File: src/design/cem_pkg.sv
// shared types and constants for the charge and energy meter
package cem_pkg;

   // tick rate of the measurement stream
   localparam int unsigned TICKS_PER_SECOND = 100;
   localparam int unsigned PRESCALE_W       = 7;

   // field widths
   localparam int unsigned CMD_W       = 2;
   localparam int unsigned VOLT_W      = 20;
   localparam int unsigned CURR_W      = 18;
   localparam int unsigned TARGET_W    = 21;
   localparam int unsigned COUNT_W     = 32;
   localparam int unsigned CHARGE_W    = 48;
   localparam int unsigned ENERGY_W    = 63;
   localparam int unsigned PROD_W      = VOLT_W + 1 + CURR_W;
   localparam int unsigned POWER_MAG_W = PROD_W - 1;

   // packed stream widths
   localparam int unsigned REQ_FIELDS_W = VOLT_W + CURR_W;
   localparam int unsigned REQ_DATA_W   = ((REQ_FIELDS_W + 7) / 8) * 8;
   localparam int unsigned RSP_FIELDS_W = 1 + 2 * COUNT_W + 2 * CHARGE_W + 2 * ENERGY_W;
   localparam int unsigned RSP_DATA_W   = ((RSP_FIELDS_W + 7) / 8) * 8;

   // configuration register indexes
   localparam int unsigned CSR_INDEX_W = 1;
   localparam logic [CSR_INDEX_W-1:0] CSR_TARGET_VOLTAGE = 1'd0;
   localparam logic [CSR_INDEX_W-1:0] CSR_CV_ENABLE      = 1'd1;

   // command codes
   typedef enum logic [CMD_W-1:0] {
      CMD_TICK      = 2'd0,
      CMD_BEGIN_RUN = 2'd1,
      CMD_END_RUN   = 2'd2
   } cmd_type;

endpackage

File: src/design/charge_energy_meter_core.sv
// top level of the battery charge and energy meter
// an accepted req passes the input stage, then the update stage that drives rsp
// throughput: one transaction per cycle unless stalled; voltage times current is
//    registered in the input stage, the saturating adds run in the update stage
// reset: synchronous, active high; clears run flag, prescaler, all counts and sums,
//    the pipeline valid bits and both configuration registers
module charge_energy_meter_core (
   input  logic                              clock,
   input  logic                              reset,
   // configuration write port
   input  logic                              csr_wr_en,
   input  logic [cem_pkg::CSR_INDEX_W-1:0]   csr_index,
   input  logic [cem_pkg::TARGET_W-1:0]      csr_wdata,
   // measurement stream
   input  logic                              req_tvalid,
   output logic                              req_tready,
   // voltage_mv [19:0], current_ma [37:20], zero [39:38]
   input  logic [cem_pkg::REQ_DATA_W-1:0]    req_tdata,
   // command [1:0]
   input  logic [cem_pkg::CMD_W-1:0]         req_tuser,
   // meter state stream
   output logic                              rsp_tvalid,
   input  logic                              rsp_tready,
   // running [0], run_seconds [32:1], cv_ticks [64:33], charge_mas [112:65],
   // discharge_mas [160:113], charge_energy_uws [223:161],
   // discharge_energy_uws [286:224], zero [287]
   output logic [cem_pkg::RSP_DATA_W-1:0]    rsp_tdata
);

   localparam logic [cem_pkg::COUNT_W-1:0]  MAX_COUNT  = '1;
   localparam logic [cem_pkg::CHARGE_W-1:0] MAX_CHARGE = '1;
   localparam logic [cem_pkg::ENERGY_W-1:0] MAX_ENERGY = '1;
   localparam logic [cem_pkg::PRESCALE_W-1:0] PRESCALE_TOP =
      cem_pkg::PRESCALE_W'(cem_pkg::TICKS_PER_SECOND);

   // configuration registers
   logic signed [cem_pkg::TARGET_W-1:0] target_ff;
   logic                                cv_enable_ff;

   always_ff @(posedge clock) begin
      if (reset) begin
         target_ff    <= '0;
         cv_enable_ff <= 1'b0;
      end else if (csr_wr_en) begin
         case (csr_index)
            cem_pkg::CSR_TARGET_VOLTAGE: target_ff    <= csr_wdata;
            cem_pkg::CSR_CV_ENABLE:      cv_enable_ff <= csr_wdata[0];
            default: ;
         endcase
      end
   end

   // ------------------------------------------------------------------
   // input stage: unpack, split current into sign and magnitude, multiply
   // ------------------------------------------------------------------
   logic [cem_pkg::VOLT_W-1:0]         req_voltage;
   logic signed [cem_pkg::CURR_W-1:0]  req_current;
   logic signed [cem_pkg::PROD_W-1:0]  req_power;
   logic signed [cem_pkg::PROD_W-1:0]  req_power_neg;
   logic signed [cem_pkg::CURR_W:0]    req_current_neg;

   assign req_voltage     = req_tdata[cem_pkg::VOLT_W-1:0];
   assign req_current     = req_tdata[cem_pkg::REQ_FIELDS_W-1:cem_pkg::VOLT_W];
   // voltage is unsigned, so it gets a zero sign bit before the signed multiply
   assign req_power       = $signed({1'b0, req_voltage}) *
                            $signed({{(cem_pkg::VOLT_W+1){req_current[cem_pkg::CURR_W-1]}},
                                     req_current});
   assign req_power_neg   = -req_power;
   assign req_current_neg = -$signed({req_current[cem_pkg::CURR_W-1], req_current});

   logic                                 s1_valid_ff;
   cem_pkg::cmd_type                     s1_cmd_ff;
   logic [cem_pkg::VOLT_W-1:0]           s1_voltage_ff;
   logic                                 s1_cur_pos_ff;
   logic [cem_pkg::CURR_W-1:0]           s1_cur_mag_ff;
   logic                                 s1_pwr_pos_ff;
   logic [cem_pkg::POWER_MAG_W-1:0]      s1_pwr_mag_ff;

   // the update stage moves whenever the result slot is free or being drained
   logic advance;
   assign advance    = !rsp_tvalid || rsp_tready;
   assign req_tready = !s1_valid_ff || advance;

   always_ff @(posedge clock) begin
      if (reset) begin
         s1_valid_ff <= 1'b0;
      end else if (req_tready) begin
         s1_valid_ff <= req_tvalid;
      end
   end

   // payload, no reset needed
   always_ff @(posedge clock) begin
      if (req_tready && req_tvalid) begin
         s1_cmd_ff     <= cem_pkg::cmd_type'(req_tuser);
         s1_voltage_ff <= req_voltage;
         s1_cur_pos_ff <= (req_current > 0);
         // zero or negative current goes to discharge as its magnitude
         s1_cur_mag_ff <= (req_current > 0) ? req_current : req_current_neg[cem_pkg::CURR_W-1:0];
         s1_pwr_pos_ff <= (req_power > 0);
         s1_pwr_mag_ff <= (req_power > 0) ? req_power[cem_pkg::POWER_MAG_W-1:0]
                                          : req_power_neg[cem_pkg::POWER_MAG_W-1:0];
      end
   end

   // ------------------------------------------------------------------
   // update stage: meter state doubles as the result register
   // ------------------------------------------------------------------
   logic                              run_ff,       run_in;
   logic [cem_pkg::PRESCALE_W-1:0]    prescale_ff,  prescale_in;
   logic [cem_pkg::COUNT_W-1:0]       seconds_ff,   seconds_in;
   logic [cem_pkg::COUNT_W-1:0]       cv_ff,        cv_in;
   logic [cem_pkg::CHARGE_W-1:0]      chg_ff,       chg_in;
   logic [cem_pkg::CHARGE_W-1:0]      dis_ff,       dis_in;
   logic [cem_pkg::ENERGY_W-1:0]      chg_e_ff,     chg_e_in;
   logic [cem_pkg::ENERGY_W-1:0]      dis_e_ff,     dis_e_in;
   logic                              rsp_valid_ff, rsp_valid_in;

   logic                              take;
   logic                              cv_hit;
   logic [cem_pkg::PRESCALE_W-1:0]    prescale_inc;
   logic [cem_pkg::CHARGE_W:0]        chg_sum, dis_sum;
   logic [cem_pkg::ENERGY_W:0]        chg_e_sum, dis_e_sum;

   assign take = s1_valid_ff && advance;

   // unsigned voltage against signed target, both widened to a common signed form
   assign cv_hit = $signed({2'b00, s1_voltage_ff}) >=
                   $signed({target_ff[cem_pkg::TARGET_W-1], target_ff});

   assign prescale_inc = prescale_ff + 1'b1;

   // one extra bit catches the carry for saturation
   assign chg_sum   = {1'b0, chg_ff} +
                      (cem_pkg::CHARGE_W+1)'(s1_cur_mag_ff);
   assign dis_sum   = {1'b0, dis_ff} +
                      (cem_pkg::CHARGE_W+1)'(s1_cur_mag_ff);
   assign chg_e_sum = {1'b0, chg_e_ff} +
                      (cem_pkg::ENERGY_W+1)'(s1_pwr_mag_ff);
   assign dis_e_sum = {1'b0, dis_e_ff} +
                      (cem_pkg::ENERGY_W+1)'(s1_pwr_mag_ff);

   always_comb begin
      run_in       = run_ff;
      prescale_in  = prescale_ff;
      seconds_in   = seconds_ff;
      cv_in        = cv_ff;
      chg_in       = chg_ff;
      dis_in       = dis_ff;
      chg_e_in     = chg_e_ff;
      dis_e_in     = dis_e_ff;
      rsp_valid_in = rsp_valid_ff;

      if (advance) begin
         rsp_valid_in = s1_valid_ff;
      end

      if (take) begin
         case (s1_cmd_ff)
            cem_pkg::CMD_BEGIN_RUN: begin
               // restart: prescaler keeps its phase
               run_in     = 1'b1;
               seconds_in = '0;
               cv_in      = '0;
            end
            cem_pkg::CMD_END_RUN: begin
               run_in = 1'b0;
            end
            cem_pkg::CMD_TICK: begin
               if (run_ff) begin
                  if (cv_enable_ff && cv_hit && (cv_ff != MAX_COUNT)) begin
                     cv_in = cv_ff + 1'b1;
                  end
                  prescale_in = prescale_inc;
                  // one second of run time is complete
                  if (prescale_inc >= PRESCALE_TOP) begin
                     prescale_in = '0;
                     if (seconds_ff != MAX_COUNT) begin
                        seconds_in = seconds_ff + 1'b1;
                     end
                     if (s1_cur_pos_ff) begin
                        chg_in = chg_sum[cem_pkg::CHARGE_W] ? MAX_CHARGE
                                                            : chg_sum[cem_pkg::CHARGE_W-1:0];
                     end else begin
                        dis_in = dis_sum[cem_pkg::CHARGE_W] ? MAX_CHARGE
                                                            : dis_sum[cem_pkg::CHARGE_W-1:0];
                     end
                     if (s1_pwr_pos_ff) begin
                        chg_e_in = chg_e_sum[cem_pkg::ENERGY_W] ? MAX_ENERGY
                                                                : chg_e_sum[cem_pkg::ENERGY_W-1:0];
                     end else begin
                        dis_e_in = dis_e_sum[cem_pkg::ENERGY_W] ? MAX_ENERGY
                                                                : dis_e_sum[cem_pkg::ENERGY_W-1:0];
                     end
                  end
               end
            end
            default: ;   // unused command code leaves the state alone
         endcase
      end
   end

   always_ff @(posedge clock) begin
      if (reset) begin
         run_ff       <= 1'b0;
         prescale_ff  <= '0;
         seconds_ff   <= '0;
         cv_ff        <= '0;
         chg_ff       <= '0;
         dis_ff       <= '0;
         chg_e_ff     <= '0;
         dis_e_ff     <= '0;
         rsp_valid_ff <= 1'b0;
      end else begin
         run_ff       <= run_in;
         prescale_ff  <= prescale_in;
         seconds_ff   <= seconds_in;
         cv_ff        <= cv_in;
         chg_ff       <= chg_in;
         dis_ff       <= dis_in;
         chg_e_ff     <= chg_e_in;
         dis_e_ff     <= dis_e_in;
         rsp_valid_ff <= rsp_valid_in;
      end
   end

   // state only moves when a new result enters the slot, so it holds while stalled
   assign rsp_tvalid = rsp_valid_ff;
   assign rsp_tdata  = {1'b0, dis_e_ff, chg_e_ff, dis_ff, chg_ff, cv_ff, seconds_ff, run_ff};

endmodule
File: config.mk
export PLATFORM = sky130hd
export DESIGN_NAME = charge_energy_meter_core
export DESIGN_NICKNAME = d
export VERILOG_FILES = /design/src/design/cem_pkg.sv /design/src/design/charge_energy_meter_core.sv
export SDC_FILE = /design/constraint.sdc
export NUM_CORES = 2
export LEC_CHECK = 0
export ABC_AREA = 1
export BUFFER_PORTS_ARGS = -buffer_cell sky130_fd_sc_hd__buf_2
export CAP_MARGIN = 15
export CORE_UTILIZATION = 30
export DETAILED_ROUTE_END_ITERATION = 7
export SLEW_MARGIN = 25
export SYNTH_ARGS = -nofsm -noshare
export SYNTH_HDL_FRONTEND = slang
export SYNTH_SLANG_ARGS = --single-unit
File: constraint.sdc
create_clock -name clock -period 24.1 [get_ports clock]
set_input_delay 6.025 -clock clock [delete_from_list [all_inputs] [get_ports clock]]
set_output_delay 6.025 -clock clock [all_outputs]
set_load 0.05 [all_outputs]
* Word-level counts from Yosys, hierarchy flattened
Cells that the tools add are included.
** Word-level totals
- Input bits :: 69
- Output and inout bits :: 290
- Flip-flop bits (word level) :: 398
- Word-level logic and storage cells :: 79
** Cells by class
- Magnitude comparators :: 4
- Multiplexer cells :: 15
- Multiply operators :: 1
- Bitwise operators :: 3
- Reductions and logical operators :: 21
- Equal/unequal tests :: 8
- Add/sub/neg operators :: 9
** Operator list (number)
- two-way mux 32 bit :: 5
- adder 63 x 38 -> 64 bit :: 2
- one-hot mux 32 bit (2 select lines) :: 2
- two-way mux 63 bit :: 2
- adder 48 x 18 -> 49 bit :: 2
- two-way mux 48 bit :: 2
- adder 32 x 1 -> 32 bit (second input constant) :: 2
- inequality test 32 bit (second input constant) :: 2
- > comparator 39 x 1 -> 1 bit (second input constant) :: 1
- multiplier 21 x 18 -> 39 bit :: 1
- two-way mux 38 bit :: 1
- negation 38 bit :: 1
- AND reduction 5 bit :: 5
- >= comparator 21 bit :: 1
- > comparator 18 x 1 -> 1 bit (second input constant) :: 1
- two-way mux 18 bit :: 1
- negation 18 bit :: 1
- inequality test 2 bit (second input constant) :: 4
- adder 7 x 1 -> 7 bit (second input constant) :: 1
- >= comparator 7 bit (second input constant) :: 1
- two-way mux 7 bit :: 1
- AND reduction 2 bit :: 3
- logical AND 1 bit :: 4
- AND reduction 4 bit :: 1
- other kinds (9) :: 14

* Logic depth before layout (Yosys ltp)
- Depth in word-level cells :: 6
- Gate-level depth with buffers :: 37
- Mapped depth without buffers :: 35

* Worst setup path before layout
No wires, ideal clock.
- Path kind :: in2out
- From :: in rsp_tready
- To :: out req_tready
- Arrival time :: 6485 ps
- Slack :: 11590 ps
- Buffers on the path :: 0
- Stages :: 2
- Required time :: 18075 ps
- Path through :: inv_1 > nand3_1
** Between the ends
- Longest elaborated chain between the ends :: 2
** Ends and longest elaborated chain
- start, declared :: RTL line charge_energy_meter_core.sv:23 : input logic rsp_tready,
- logical OR 1 bit :: RTL line charge_energy_meter_core.sv:81 : assign advance = !rsp_tvalid || rsp_tready;
- logical OR 1 bit :: RTL line charge_energy_meter_core.sv:82 : assign req_tready = !s1_valid_ff || advance;
- end, declared :: RTL line charge_energy_meter_core.sv:16 : output logic req_tready,
No other way between the ends.

* Worst setup path in the final report
- From :: in req_tdata[37] (netlist name)
- To :: reg s1_pwr_mag_ff[35] (netlist name) (data pin)
** Between the ends
- Longest elaborated chain between the ends :: 3
- Elaborated cells between the ends (all ways) :: 4
- Classes of those cells :: add/sub (1); mul (1); order compare (1); mux (1)
** Ends and longest elaborated chain
- start, declared :: RTL line charge_energy_meter_core.sv:18 : input logic [cem_pkg::REQ_DATA_W-1:0] req_tdata,
- multiplier 21 x 18 -> 39 bit * :: RTL line charge_energy_meter_core.sv:65 : assign req_power = $signed({1'b0, req_voltage}) *
- negation 38 bit / > comparator 39 x 1 -> 1 bit (equally long branches) :: RTL line charge_energy_meter_core.sv:68, charge_energy_meter_core.sv:101
- two-way mux 38 bit * :: RTL line charge_energy_meter_core.sv:101 : s1_pwr_mag_ff <= (req_power > 0) ? req_power[cem_pkg::POWER_MAG_W-1:0]
- end signal, assigned :: RTL line charge_energy_meter_core.sv:101
- end, declared :: RTL line charge_energy_meter_core.sv:77 : logic [cem_pkg::POWER_MAG_W-1:0] s1_pwr_mag_ff;
Every way passes the cells marked *; elsewhere a longest branch is shown, timed or not.
A chain may end at the register's enable or synchronous reset.

==> parameters.txt <==
Parameter                              Value

Status
  Outcome    finished clean

Route
  Violation count after the first detailed-route iteration    2833
  Final ANT Viol Nets    0
  Vias after detailed routing    39.6k
  Drt first pass iters    6
  Total Routed Length    142000 um
  Post-DR vias/cell    4.89
  Number of DRC violations after detailed routing    0
  Routed WL per cell    17.5 um

Timing
  Final critical delay including setup and external delays    13210 ps
  Unrepaired setup endpoints after global routing    false
  FMAX    75.7 MHz
  Hold Fails Final Rpt    0
  Slew of the pin with the lowest slew margin    1040 ps
  Headroom to the max-slew limit    30.6%
  Count of endpoints failing setup in the final report    0
  Post-route clock period utilization    54.8%
  Accumulated negative setup slack    0 ps
  Max Transition Viols Final    0
  Post-Route Skew    31.1 ps

GRT
  First-pass GRT wire length    219000 um
  Largest net degree at the start of global routing    125
  Number of global-route vias before repair    38.2k
  Met1 Track Usage GR    27.0%
  Number of antenna violations at the first check in global routing    10
  GRT Resource Usage Total    20.2%
  Global-route track usage on met2    32.8%
  Met3 track demand over resource in global routing    3.28%
  Grt ovf    0
  GRT Max-Usage Layer    met2

Critical path
  Maximum fanout encountered on the critical timing path    62
  CP dominant cell by count    nand2_1
  Max incr delay on CP    540 ps
  Required time worst endpoint    24410 ps
  Startpoint of the most critical register-to-register path    s1_cmd_ff[0]$_DFFE_PP_
  Worst setup path category    input pin to flop
  Endpoint of the worst-slack reg-to-reg timing path    dis_e_ff[30]$_SDFFE_PP0P_
  Minimum setup slack among reg-to-reg paths    19790 ps
  Depth of the most critical reg-to-reg path    13
  Worst path slowest cell    fa_1
  Type of destination of the critical path    flop
  Setup crit start kind    input pin
  Critical path data arrival time    13510 ps

Synthesis
  Async set-reset flop share out of synthesis    0%
  Ranking of synthesized cells by instance count    1531 x nand2_1, 1185 x inv_1, 521 x nor2_1
  Register bit count reported by yosys    398
  Portion of the post-synthesis area used by sequential elements    21.5%
  Average footprint of a synthesized cell    6.77 um^2
  Most frequently used flop master after synthesis    dfxtp_1
  Most common cell in the netlist    nand2_1
  Cell variety after synth    57
  Gate count after technology mapping    6034
  EDFF count, synth    80
  Post-synthesis cell type with the largest combined area    dfxtp_1
  Cell Area, Synth    0.0409 mm^2
  Area share of the leading cell type in the synthesized netlist    15.6%
  Top cells by area in the synthesized netlist    dfxtp_1 16%, fa_1 14%, nand2_1 14%
  Yosys synthesis warning count    0
  Total nets after synthesis    6672

Layout
  Number of cells in the finished layout apart from fillers    8105
  Finished layout cell area    0.0459 mm^2
  Sequential standard cell area    0.00877 mm^2
  Growth of design area from synthesis to finish    12.3%
  Area occupied by multi-input gates    0.0269 mm^2
  Count of filler cells inserted in the layout    14.7k
  Final Net Count    6918
  Share of post-route cells with drive strength above 1    8.26%

Floorplanning
  Effective utilization at floorplan    30.2%
  I/O Pins    359
  Die Outline Area    0.138 mm^2
  Vertical extent of the die    371 um
  Die Width    371 um
  Cell Rows    135
  Core area    0.135 mm^2

Power
  Worst IR drop on VDD    0.000237 V
  P_leak    23.0 nW
  Total power per unit cell area    144 mW/mm^2

Clock tree
  Total CTS buffers    46
  PostCTS Resize Cnt    0
  Clock tree from TritonCTS    done
  Clk Latency, worst-skew pair    620 ps
  CTS Hold Bufs    0
  Maximum root-to-sink buffer count    3
  Post-CTS Repair Setup Buffers    0
  Sinks on the clock net    398
  Cell chosen for the clock root    clkbuf_16
  H-tree lvl count    2
  Clock-pin slew of the registers on the worst-case setup and hold paths    60 ps

Placement
  Post-Place Cells    8013
  Cell area reported after detailed placement    0.0443 mm^2
  IO Port Bufs    355
  HPWL after DPL    115000 um
  Routability congestion estimate from global placement    0.955

Flow run
  # Max-Cap Violations    0

Min path
  Class of the tightest hold or removal check    flop to flop
  Min-Delay Path Depth    2
  Endpoint of the worst hold path    target_ff[4]$_SDFFE_PP0P_
  Worst Hold Launch    target_ff[4]$_SDFFE_PP0P_
==> cell families (layout without fill, tap and decap cells) <==
| logic type | Yosys count | count (layout) | synth area share [%] |
|---|---|---|---|
| other | 1 | 7 | 0.00917 |
| flip-flops | 398 | 398 | 21.5 |
| buffers and inverters | 1368 | 1652 | 12.8 |
| XOR/XNOR | 195 | 195 | 4.23 |
| adder cells (fa/ha/maj) | 569 | 569 | 22.8 |
| AO/OA/AOI/OAI | 851 | 851 | 11.5 |
| AND/OR/NAND/NOR | 2652 | 2652 | 27.2 |
==> critical path: cells and delay by family <==
family / cells / cell delay, ps
buf+inv: 8 / 1240
compound gates: 1 / 200
simple gates: 13 / 2530
fa+ha+maj: 7 / 3440
==> metal layers <==
metal | vias up | wire length (um)
met5 | - | 0
met4 | 0 | 4860
met3 | 212 | 9890
met2 | 1048 | 63100
met1 | 18808 | 63700
li1 | 19526 | -
==> power by group <==
part           internal [mW]  total [mW]  switching (mW)
Sequential             0.808       0.870          0.0618
Clock                  0.447       0.767           0.320
Combinational           1.54        4.97            3.43
==> worst max-delay path by stage <==
stage / from / slack [ps] / end
after floorplan: rsp_tready / 11590 / req_tready
after global placement: req_tdata[37] / 10220 / s1_pwr_mag_ff[35]$_DFFE_PP_
after detailed placement: req_tdata[37] / 10170 / s1_pwr_mag_ff[35]$_DFFE_PP_
after CTS: req_tdata[37] / 10840 / s1_pwr_mag_ff[35]$_DFFE_PP_
after global routing: req_tdata[37] / 10320 / s1_pwr_mag_ff[35]$_DFFE_PP_
final: req_tdata[37] / 10890 / s1_pwr_mag_ff[35]$_DFFE_PP_
==> layout make-up <==
type / count / area share (%)
Clock inverter: 24 / 0.684
Tap cell: 1781 / 4.86
Sequential cell: 398 / 19.1
Clock buffer: 62 / 2.84
Timing Repair Buffer: 368 / 4.10
Multi-Input combinational cell: 4268 / 58.6
Inverter: 1198 / 9.81
Antenna cell: 6 / 0.0327
==> registers in the layout, summed over array words and instances (netlist names), 2 cells and up <==
register and count:
chg_e_ff 63, chg_ff 48, cv_ff 32, dis_e_ff 63, dis_ff 48, prescale_ff 7, s1_cmd_ff 2, s1_cur_mag_ff 18
s1_pwr_mag_ff 38, s1_voltage_ff 20, seconds_ff 32, target_ff 21
==> per-stage QoR <==
stage               hold WS [ps]  total power [mW]  worst slack [ps]  utilization (%)
floorplan                    435              4.53             11590                -
global placement             449              5.85             10220             32.7
CTS                          467              6.69             10840             33.9
finish                       467              6.61             10890             33.9
global route                 477              7.40             10320             33.9
detailed placement           459              5.89             10170             32.7
==> cells in the final DEF (no fill, tap or decap), drive strengths merged, types with 2 or more instances in the layout <==
cell type	instances
nand2	1542
inv	1198
nor2	538
buf	368
a21oi	355
dfxtp	318
o21ai	303
fa	292
ha	277
nand3	256
nor3	127
xor2	124
edfxtp	80
nand4	80
xnor2	71
a31oi	67
clkbuf	62
nor4	50
o221ai	36
nand3b	22
o21a	20
or2	19
o21bai	19
a21o	17
o211ai	15
clkinv	12
and3	10
diode	6
a21boi	6
clkinvlp	6
bufinv	6
a211oi	5
and2	5
o31ai	2
a2bb2oi	2
Power figures use the tool's default switching activity.
